==> src/tsfc_pkg.sv <==
`timescale 1ns / 1ps

package tsfc_pkg;

    // Symbol codes and key cube geometry.
    localparam int CODE_W        = 5;
    localparam int CUBE_ROWS     = 3;
    localparam int CELLS_PER_ROW = 9;
    localparam int CUBE_ROW_W    = CODE_W * CELLS_PER_ROW;
    localparam int DIGITS        = 3;
    localparam int DIGIT_W       = 2;
    localparam int CFG_INDEX_W   = 2;

    // Default group length.
    localparam int DEFAULT_PERIOD = 5;

    // Configuration register indexes.
    typedef enum logic [CFG_INDEX_W-1:0] {
        CFG_CUBE_FIRST  = 2'd0,
        CFG_CUBE_MIDDLE = 2'd1,
        CFG_CUBE_LAST   = 2'd2,
        CFG_DECRYPT     = 2'd3
    } cfg_reg_t;

    // The three key tables, row t holds the codes of cells 9t to 9t+8.
    typedef logic [CUBE_ROWS-1:0][CUBE_ROW_W-1:0] cube_t;

    // Base-3 digits of a cell: [0] table, [1] line, [2] column.
    typedef logic [DIGITS-1:0][DIGIT_W-1:0] digits_t;

endpackage

==> src/tsfc_lookup.sv <==
`timescale 1ns / 1ps

module tsfc_lookup
(
    input  tsfc_pkg::cube_t                    cube,
    input  logic [tsfc_pkg::CODE_W-1:0]        symbol,
    output logic                               found,
    output tsfc_pkg::digits_t                  digits
);
    import tsfc_pkg::*;

    // Search the cube from the last cell down, so the lowest matching cell wins.
    always_comb
    begin
        found  = 1'b0;
        digits = '0;
        for (int t = CUBE_ROWS - 1; t >= 0; t--)
        begin
            for (int l = 2; l >= 0; l--)
            begin
                for (int k = 2; k >= 0; k--)
                begin
                    if (cube[t][(l * 3 + k) * CODE_W +: CODE_W] == symbol)
                    begin
                        found     = 1'b1;
                        digits[0] = DIGIT_W'(t);
                        digits[1] = DIGIT_W'(l);
                        digits[2] = DIGIT_W'(k);
                    end
                end
            end
        end
    end

endmodule

==> src/three_square_fractionating_cipher.sv <==
`timescale 1ns / 1ps

// Trifid stream cipher over symbol codes 0 to 26 with a 27-cell key cube.
// Configuration: cfg_valid/cfg_ready with cfg_index and cfg_data. Index 0, 1
// and 2 load the three key tables (nine 5-bit codes each, cell k at bits 5k),
// index 3 bit 0 selects decryption. cfg_ready is always high; write only
// while no group is in flight.
// Input: in_valid/in_ready carry symbol and end_of_message. A group closes
// after PERIOD symbols or on end_of_message, then yields one result per
// symbol on out_valid/out_ready, the last of the group with group_last set.
// A closed group's digits move from the collection buffer into the drain
// buffer and then the output register. Throughput: one symbol per cycle
// sustained while out_ready is high, since a group is collected in one
// buffer while the previous one drains from another, one result per cycle.
// Stalls: a held result stays on the outputs. Collection goes on; once a
// closed group waits for the drain buffer, in_ready drops until it moves.
// Reset clears the key tables to zero, selects encryption and empties both
// buffers and the output register.
module three_square_fractionating_cipher
#(
    parameter int PERIOD = tsfc_pkg::DEFAULT_PERIOD
)
(
    input  logic                                  clk,
    input  logic                                  rst_n,

    input  logic                                  cfg_valid,
    output logic                                  cfg_ready,
    input  logic [tsfc_pkg::CFG_INDEX_W-1:0]      cfg_index,
    input  logic [tsfc_pkg::CUBE_ROW_W-1:0]       cfg_data,

    input  logic                                  in_valid,
    output logic                                  in_ready,
    input  logic [tsfc_pkg::CODE_W-1:0]           symbol,
    input  logic                                  end_of_message,

    output logic                                  out_valid,
    input  logic                                  out_ready,
    output logic [tsfc_pkg::CODE_W-1:0]           out_symbol,
    output logic                                  group_last,
    output logic                                  bad_input
);
    import tsfc_pkg::*;

    localparam int CNT_W = $clog2(PERIOD + 1);
    localparam int IDX_W = (PERIOD > 1) ? $clog2(PERIOD) : 1;

    // Configuration registers.
    cube_t       cube_reg;
    logic        decrypt_reg;

    // Collection buffer.
    digits_t           coll_dig_reg [PERIOD];
    logic [CNT_W-1:0]  coll_count_reg;
    logic              coll_bad_reg;
    logic              full_reg;

    // Drain buffer: one digit triple per result, shifted out from entry 0.
    digits_t           emit_lane_reg [PERIOD];
    logic [CNT_W-1:0]  emit_left_reg;
    logic              emit_bad_reg;

    // Output register.
    logic                 out_valid_reg;
    logic [CODE_W-1:0]    out_symbol_reg;
    logic                 group_last_reg;
    logic                 bad_input_reg;

    logic              found;
    digits_t           in_digits;
    logic              accept;
    logic              advance;
    logic              emit_free;
    logic              transfer;
    logic [CNT_W-1:0]  base_count;
    logic [CNT_W-1:0]  new_count;
    logic              close_group;
    logic [CNT_W-1:0]  n_less;
    logic [IDX_W-1:0]  n_idx;
    logic [CODE_W-1:0] code_next;

    logic [DIGIT_W-1:0] enc_pick [PERIOD][DIGITS][PERIOD];
    logic [DIGIT_W-1:0] dec_pick [PERIOD][DIGITS][PERIOD];
    digits_t            lane_load [PERIOD];

    // Code stored in the cube cell with the given digits.
    function automatic logic [CODE_W-1:0] code_at(input cube_t cube, input digits_t dg);
        logic [CUBE_ROW_W-1:0] row;
        logic [CODE_W-1:0]     code;
        row  = cube[0];
        code = '0;
        unique case (dg[0])
            2'd1:    row = cube[1];
            2'd2:    row = cube[2];
            default: row = cube[0];
        endcase
        for (int l = 0; l < 3; l++)
        begin
            for (int k = 0; k < 3; k++)
            begin
                if (dg[1] == DIGIT_W'(l) && dg[2] == DIGIT_W'(k))
                begin
                    code = row[(l * 3 + k) * CODE_W +: CODE_W];
                end
            end
        end
        return code;
    endfunction

    tsfc_lookup u_lookup
    (
        .cube   (cube_reg),
        .symbol (symbol),
        .found  (found),
        .digits (in_digits)
    );

    // Handshakes and the hand-over between the two buffers.
    assign cfg_ready  = 1'b1;
    assign advance    = (emit_left_reg != '0) && (!out_valid_reg || out_ready);
    assign emit_free  = (emit_left_reg == '0) || (advance && emit_left_reg == CNT_W'(1));
    assign transfer   = full_reg && emit_free;
    assign in_ready   = !full_reg || transfer;
    assign accept     = in_valid && in_ready;

    assign base_count  = transfer ? '0 : coll_count_reg;
    assign new_count   = base_count + CNT_W'(1);
    assign close_group = (new_count == CNT_W'(PERIOD)) || end_of_message;

    // Group size less one selects the shuffle wiring.
    assign n_less = coll_count_reg - CNT_W'(1);
    assign n_idx  = n_less[IDX_W-1:0];

    // Shuffle wiring for every group size: result j, digit d.
    for (genvar gj = 0; gj < PERIOD; gj++)
    begin : g_res
        for (genvar gd = 0; gd < DIGITS; gd++)
        begin : g_dig
            for (genvar gn = 1; gn <= PERIOD; gn++)
            begin : g_size
                if (gj < gn)
                begin : g_used
                    // Encryption reads the lane layout in consecutive triples.
                    localparam int ENC_POS  = 3 * gj + gd;
                    localparam int ENC_SRC  = ENC_POS % gn;
                    localparam int ENC_KIND = ENC_POS / gn;
                    // Decryption reads the interleaved layout at j, n+j, 2n+j.
                    localparam int DEC_POS  = gd * gn + gj;
                    localparam int DEC_SRC  = DEC_POS / 3;
                    localparam int DEC_KIND = DEC_POS % 3;

                    assign enc_pick[gj][gd][gn-1] = coll_dig_reg[ENC_SRC][ENC_KIND];
                    assign dec_pick[gj][gd][gn-1] = coll_dig_reg[DEC_SRC][DEC_KIND];
                end
                else
                begin : g_unused
                    assign enc_pick[gj][gd][gn-1] = '0;
                    assign dec_pick[gj][gd][gn-1] = '0;
                end
            end
        end
    end

    always_comb
    begin
        for (int j = 0; j < PERIOD; j++)
        begin
            for (int d = 0; d < DIGITS; d++)
            begin
                lane_load[j][d] = decrypt_reg ? dec_pick[j][d][n_idx] : enc_pick[j][d][n_idx];
            end
        end
    end

    assign code_next = code_at(cube_reg, emit_lane_reg[0]);

    // Configuration writes.
    always_ff @(posedge clk or negedge rst_n)
    begin
        if (!rst_n)
        begin
            cube_reg    <= '0;
            decrypt_reg <= 1'b0;
        end
        else if (cfg_valid && cfg_ready)
        begin
            unique case (cfg_reg_t'(cfg_index))
                CFG_CUBE_FIRST:  cube_reg[0] <= cfg_data;
                CFG_CUBE_MIDDLE: cube_reg[1] <= cfg_data;
                CFG_CUBE_LAST:   cube_reg[2] <= cfg_data;
                CFG_DECRYPT:     decrypt_reg <= cfg_data[0];
            endcase
        end
    end

    // Collection control.
    always_ff @(posedge clk or negedge rst_n)
    begin
        if (!rst_n)
        begin
            coll_count_reg <= '0;
            coll_bad_reg   <= 1'b0;
            full_reg       <= 1'b0;
        end
        else if (accept)
        begin
            coll_count_reg <= new_count;
            coll_bad_reg   <= (transfer ? 1'b0 : coll_bad_reg) | !found;
            full_reg       <= close_group;
        end
        else if (transfer)
        begin
            coll_count_reg <= '0;
            coll_bad_reg   <= 1'b0;
            full_reg       <= 1'b0;
        end
    end

    // Collection storage.
    always_ff @(posedge clk)
    begin
        if (accept)
        begin
            coll_dig_reg[base_count[IDX_W-1:0]] <= in_digits;
        end
    end

    // Drain control.
    always_ff @(posedge clk or negedge rst_n)
    begin
        if (!rst_n)
        begin
            emit_left_reg <= '0;
            emit_bad_reg  <= 1'b0;
        end
        else if (transfer)
        begin
            emit_left_reg <= coll_count_reg;
            emit_bad_reg  <= coll_bad_reg;
        end
        else if (advance)
        begin
            emit_left_reg <= emit_left_reg - CNT_W'(1);
        end
    end

    // Drain storage, shifted by one result at a time.
    always_ff @(posedge clk)
    begin
        if (transfer)
        begin
            emit_lane_reg <= lane_load;
        end
        else if (advance)
        begin
            for (int j = 0; j < PERIOD - 1; j++)
            begin
                emit_lane_reg[j] <= emit_lane_reg[j + 1];
            end
        end
    end

    // Output register valid.
    always_ff @(posedge clk or negedge rst_n)
    begin
        if (!rst_n)
        begin
            out_valid_reg <= 1'b0;
        end
        else if (advance)
        begin
            out_valid_reg <= 1'b1;
        end
        else if (out_ready)
        begin
            out_valid_reg <= 1'b0;
        end
    end

    // Output register payload.
    always_ff @(posedge clk)
    begin
        if (advance)
        begin
            out_symbol_reg <= code_next;
            group_last_reg <= (emit_left_reg == CNT_W'(1));
            bad_input_reg  <= emit_bad_reg;
        end
    end

    assign out_valid  = out_valid_reg;
    assign out_symbol = out_symbol_reg;
    assign group_last = group_last_reg;
    assign bad_input  = bad_input_reg;

endmodule

==> config.mk <==
export PLATFORM = sky130hd
export DESIGN_NAME = three_square_fractionating_cipher
export DESIGN_NICKNAME = d
export VERILOG_FILES = /design/src/tsfc_pkg.sv /design/src/tsfc_lookup.sv /design/src/three_square_fractionating_cipher.sv
export SDC_FILE = /design/constraint.sdc
export NUM_CORES = 1
export LEC_CHECK = 0
export ABC_CLOCK_PERIOD_IN_PS = 2700
export BUFFER_PORTS_ARGS = -buffer_cell sky130_fd_sc_hd__buf_2
export CAP_MARGIN = 25
export CORE_ASPECT_RATIO = 0.75
export CORE_MARGIN = 8
export CORE_UTILIZATION = 60
export CTS_CLUSTER_DIAMETER = 100
export DETAILED_ROUTE_END_ITERATION = 6
export PLACE_DENSITY = 0.77
export SYNTH_ARGS = -nofsm -noshare
export SYNTH_HDL_FRONTEND = slang
export SYNTH_SLANG_ARGS = --single-unit
==> constraint.sdc <==
create_clock -name clk -period 2.7 [get_ports clk]
set_input_delay 0.54 -clock clk [delete_from_list [all_inputs] [get_ports clk]]
set_output_delay 0.54 -clock clk [all_outputs]
set_load 0.01 [all_outputs]
==> results of run 1 <==
placed cells by master (no fill, tap or decap), types with 4 or more instances in the layout:
| cell type | count |
|---|---|
| nand3_1 | 41 |
| mux2_2 | 146 |
| nand2_1 | 75 |
| clkbuf_1 | 5 |
| buf_2 | 65 |
| xor2_1 | 74 |
| mux2i_1 | 19 |
| nor2_1 | 46 |
| o21ai_0 | 41 |
| buf_12 | 13 |
| o22ai_1 | 7 |
| ha_1 | 8 |
| a211oi_1 | 10 |
| o31ai_1 | 5 |
| and2_1 | 4 |
| nand3b_1 | 4 |
| edfxtp_1 | 67 |
| a22o_1 | 22 |
| xnor2_1 | 66 |
| nor3_1 | 37 |
| dfrtp_1 | 146 |
| nand2b_1 | 4 |
| mux4_2 | 9 |
| a31oi_1 | 8 |
| a21oi_1 | 32 |
| o211ai_1 | 4 |
| clkbuf_16 | 24 |
| buf_4 | 42 |
| a22oi_1 | 28 |
| inv_1 | 17 |
| nor2b_1 | 7 |
| a221oi_1 | 28 |
cell type report:
type | count | area [um2]
flip-flops and latches | 213 | 5670
well taps | 258 | 323
repair buffers | 122 | 922
clock buffers | 31 | 647
fillers | 1468 | 6330
inverters | 18 | 67.6
clock inverters | 9 | 106
multi-input cells | 766 | 5930
power groups by stage:
| stage | sequential [mW] | combinational [mW] | clock [mW] |
|---|---|---|---|
| after floorplan | 4.96 | 4.48 | 0 |
| after CTS | 5.28 | 6.35 | 3.18 |
| after global routing | 5.39 | 7.05 | 3.31 |
| final | 5.30 | 6.50 | 3.15 |
| after detailed placement | 5.33 | 6.30 | 0 |
| after global placement | 5.30 | 6.15 | 0 |
per-layer routing:
metal | vias up | track usage [%] | part of all wire, %
met2 | 467 | 35.8 | 42
met5 | - | 0 | 0
met4 | 0 | 6.30 | 2.3
met3 | 68 | 6.88 | 10
met1 | 4478 | 36.4 | 45
li1 | 4057 | - | -
cells in the mapped netlist (5+ instances only):
master	n	area, um2
a211oi_1	10	75.1
a21oi_1	32	160
a221oi_1	28	245
a22o_1	22	193
a22oi_1	28	210
a31oi_1	8	50.1
buf_1	9	33.8
buf_2	5	25.0
buf_4	9	67.6
buf_6	5	56.3
clkbuf_1	47	176
dfrtp_1	146	3650
edfxtp_1	67	2010
ha_1	8	100
inv_1	17	63.8
mux2_2	146	1640
mux2i_1	19	190
mux4_2	9	203
nand2_1	75	282
nand3_1	41	205
nor2_1	46	173
nor2b_1	7	43.8
nor3_1	37	185
o21ai_0	41	205
o22ai_1	7	43.8
o31ai_1	5	37.5
xnor2_1	66	578
xor2_1	74	648
metrics by stage:
stage               setup WS, ns  instance area (um2)
floorplan                  0.248                12000
global placement           0.129                12900
detailed placement         0.101                12900
CTS                        0.252                13700
global route               0.101                13700
finish                     0.199                13700
final timing paths:
| kind | startpoint | to | depth (start not counted) |
|---|---|---|---|
| setup / recovery | coll_count_reg[0] | emit_lane_reg[16] | 8 |
| hold / removal | cfg_data[24] | cube_reg[24] | 2 |
| setup reg to reg | coll_count_reg[0] | emit_lane_reg[16] | 8 |
| hold reg to reg | emit_bad_reg | bad_input | 0 |
| max in group asynchronous | rst_n | cube_reg[44] | 3 |
| min in group asynchronous | rst_n | cube_reg[26] | 2 |
logic make-up after synthesis:
family,after synthesis,share of synthesized area (%)
and+or+nand+nor,234,9.12
DFF,213,47.0
AOI/OAI and AO/OA,209,12.1
muxes,174,16.9
xor gates and xnor gates,140,10.2
buffers and inverters,95,3.79
adders and majority gates,8,0.831
other,1,0.0311
==> impl_metrics.toml, run 1 <==
[timing]
finalCritPeriodShare_pct = 92.6
timing.final.hold_violations = 0
setup_violations = 0
fin_crit_ns = 2.50
rsz0062_at_grt = "false"
max_freq_ghz = 0.400
skew_ns = 0.0120
relSlewSlack_pct = 47.7
worst_slew_pin_slew_ns = 0.782
hold_slack_ns = 0.286
slew_violations = 0
finalSetupTns_ns = 0

[route]
routed_via_density = 6.40
drt_iter0_drc = 1050
wire_per_inst_um = 22.2
drc = 0
dr_total_vias = 9070
ant_nets = 0
drt_wl_total_mm = 31.4
drtPass1Iterations = 5

[logic_synthesis]
syn_area_per_cell_um2 = 11.2
syn_nets = 1140
syn_inst = 1074
yosysWarnings = 0
synth_seq_area_share_pct = 47.0
syn-cell-area_um2 = 12000
synth_edf_count = 67
ys_types = 58
ys_ff_latch = 213
ys.flop_type = "dfrtp_1"
async_flop_share_pct = 68.5

[floorplanning]
die_area_um2 = 24900
die-width_um = 180
start_util_pct = 60.3
io_pins = 68
num_rows = 45
die_h_um = 139
core_um2 = 20000

[worst_setup_path]
crit_fanout = 8
path_buf_inv = 2
worst_ep_required_time_ns = 3.02
ff2ff_setup_slack_ns = 0.20
critPathKind = "reg -> reg"
worst_setup_path_start_kind = "flop"
path_cells = "inv_1, ha_1, xor2_1, buf_4, nor2_1, a22o_1, a221oi_1, o31ai_1"
path_delay_family = "compound AO/OA/AOI/OAI gates"
crit_path_end_kind = "flop"
cp.arrival_ns = 2.82
slowest_stage = "nor2_1"
cp_slowest_stage_delay_ns = 0.60

[clock_network]
cts-htree-levels = 1
cts_buffers = 22
post_cts_buffers = 0
cts_root_buffer = "clkbuf_16"
clock_latency_ns = 0.51
cts.sinks = 213
cts_tree = "yes"
cts.reportedPaths.clkPinSlew_ns = 0.07
cts_buffer_depth = 3
ctsHoldBuffers = 1
cts_resized = 0

[layout]
area_growth_pct = 13.4
largest_register_ffs = 135
drive_above_1_share_pct = 27.4
fin_nets = 1209
diodes = 0
finalNonFillerCells = 1417
utilization_pct = 68.3

[pwr]
peakVddDrop_mv = 0.535
p_per_area_nw_per_um2 = 1090
seqPwrFrac_pct = 35.5
power.switching_mw = 5.83
swShare_pct = 39.0
combinationalPowerShare_pct = 43.5
power.internal_mw = 9.11
leakage_nw = 5.61
power_frac_clock_pct = 21.1
fin_total_pwr_mw = 14.9

[flow_run]
drv_cap = 0

[grt]
grt_antenna_before_repair = 0
grt_max_degree = 83
grt_pass1_vias = 8931
grt_usage_pct = 24.9
grt_overflow = 0
grt_pass1_wl_mm = 50.5

[run_status]
status = "finished clean"

[placed_design]
port_buffers = 66
dp_hpwl_mm = 22.2
placed_cells = 1376
routabilityCongestion = 0.960

[hold_path]
holdCritPathClass = "in -> reg"
No activity file was read; power rests on OpenSTA's default activity.
==> run 2: changes to the inputs <==
Settings changed: ABC_AREA set to 1.
==> run 2 against run 1 <==
Critical endpoint is now out_symbol[0]. First-iteration DRC count is 37% higher. Setup slack worse by 0.15 ns. Area after synthesis is 3.0% higher. Critical path type unchanged.
==> impl_metrics.toml, run 2 <==
[run_status]
status = "finished clean"

[layout]
area_growth_pct = 14.9
seqCellArea_um2 = 5670
utilization_pct = 70.3
largest_register_ffs = 135
multi_input_area_um2 = 5680
final_common_cell = "nand2_1"
drive_above_1_share_pct = 15.2
fillers = 1682
final_area_um2 = 14300
mostFrequentLayoutCells = "nand2_1, o21ai_0, inv_1"
finalNonFillerCells = 1907
fin_nets = 1699
diodes = 0

[logic_synthesis]
syn_area_per_cell_um2 = 8.13
ys_types = 60
syn-cell-area_um2 = 12400
synthTopCellsByCount = "nand2_1, o21ai_0, inv_1"
synth_edf_count = 67
yosysTopAreaCell = "dfrtp_1"
synth_top_area_share_pct = 29.4
async_flop_share_pct = 68.5
synth_seq_area_share_pct = 45.6
syn_nets = 1593
synth_area_leaders = "dfrtp_1, edfxtp_1, nand2_1, o21ai_0, inv_1"
syn_inst = 1527
ys.flop_type = "dfrtp_1"
ys_ff_latch = 213
yosysWarnings = 0
synth_most_common_cell = "nand2_1"

[grt]
grt_overflow = 0
grt_usage_pct = 29.4
grt_antenna_before_repair = 0
grt_pass1_wl_mm = 60.2
grt_max_degree = 91
grt_pass1_vias = 10800

[placed_design]
pre_cts_ws_ns = -0.0800
routabilityCongestion = 0.992
placed_cells = 1866
placed_area_um2 = 13500
dp_hpwl_mm = 27.5
port_buffers = 66

[worst_setup_path]
ff2ff_path_depth = 9
slowest_stage = "edfxtp_1"
crit_path_end_kind = "flop"
cp.arrival_ns = 2.88
worst_ep_required_time_ns = 2.93
crit_fanout = 19
worst_setup_path_start_kind = "flop"
cp_slowest_stage_delay_ns = 0.37
critPathKind = "reg -> reg"
path_cells = "inv_1, ha_1, clkinv_1, buf_12, o211ai_1, o2111ai_2, nor3b_2, buf_4, o221ai_1"

[clock_network]
cts.sinks = 213
cts_buffer_depth = 3
cts_root_buffer = "clkbuf_16"
cts_tree = "yes"
cts.reportedPaths.clkPinSlew_ns = 0.06
clock_latency_ns = 0.52
post_cts_buffers = 0
cts_buffers = 22
cts-htree-levels = 1

[pwr]
fin_total_pwr_mw = 15.0
peakVddDrop_mv = 0.637
p_per_area_nw_per_um2 = 1050
leakage_nw = 6.61

[timing]
relSlewSlack_pct = 51.2
fin_ws_ns = 0.0509
hold_slack_ns = 0.258
fin_crit_ns = 2.65
timing.final.hold_violations = 0
skew_ns = 0.0113
worst_slew_pin_slew_ns = 0.732
rsz0062_at_grt = "true"
finalSetupTns_ns = 0
setup_violations = 0
slew_violations = 0
max_freq_ghz = 0.377
finalCritPeriodShare_pct = 98.1

[floorplanning]
io_pins = 68
start_util_pct = 61.2
die_h_um = 141
die-width_um = 182
num_rows = 45
core_um2 = 20300
die_area_um2 = 25600

[route]
drc = 0
drtPass1Iterations = 5
drt_iter0_drc = 1435
wire_per_inst_um = 19.6
routed_via_density = 5.94
dr_total_vias = 11300
ant_nets = 0
drt_wl_total_mm = 37.4

[flow_run]
drv_cap = 0

[hold_path]
holdCritPathClass = "in -> reg"
hold_depth = 3
## run 2: layout make-up
cell class                      count  share of cell area [%]
Clock buffer                       38                    5.19
Clock inverter                      2                  0.0878
Inverter                          165                    4.37
Multi-Input combinational cell   1067                    39.8
Sequential cell                   213                    39.7
Tap cell                          258                    2.26
Timing Repair Buffer              164                    8.50
## run 2: worst max-delay path: cells and delay by family, from the launching register on
kind	cells	cell delay [ns]
compound gates	3	0.74
flops	1	0.37
buf+inv	4	0.68
simple gates	1	0.24
fa+ha+maj	1	0.32
## run 2: path summary, 6_finish.rpt
| path | start | endpoint | slack (ns) |
|---|---|---|---|
| max | emit_lane_reg[24] | out_symbol[0] | 0.05 |
| min | end_of_message | full_reg | 0.26 |
| max reg2reg | emit_lane_reg[24] | out_symbol[0] | 0.05 |
| min reg2reg | emit_bad_reg | bad_input | 0.46 |
| max in group asynchronous | rst_n | coll_count_reg[0] | 1.46 |
| min in group asynchronous | rst_n | cube_reg[27] | 0.50 |
## run 2: cells by family (layout without fill, tap and decap cells)
kind of cell / after synthesis / after routing / synth area share, %
fa+ha+maj: 8 / 8 / 0.807
flops: 213 / 213 / 45.6
buf+inv: 247 / 369 / 9.06
other cells: 1 / 1 / 0.0302
xor+xnor: 92 / 92 / 6.61
compound gates: 347 / 347 / 16.9
mux: 1 / 1 / 0.0807
simple gates: 618 / 618 / 20.9
## run 2: repair_timing
action | 4_1_cts | 5_1_grt
gates resized for setup | 1 | 8
pin swaps | 0 | 1
endpoints found under the setup margin | 1 | 5
hold endpoints to repair | 39 | 0
hold buffers | 1 | 0
## run 2: where the power goes
group          switching, mW  internal, mW  total [mW]
Sequential             0.638          4.38        5.02
Combinational           4.49          2.41        6.90
Clock                   1.26          1.86        3.12
Total                   6.39          8.65        15.0
## run 2: metal layers
metal  track usage (%)  part of all wire (%)
met1              43.8                    45
met3              6.59                    11
met5                 0                     0
met4              7.28                   2.0
met2              42.5                    42
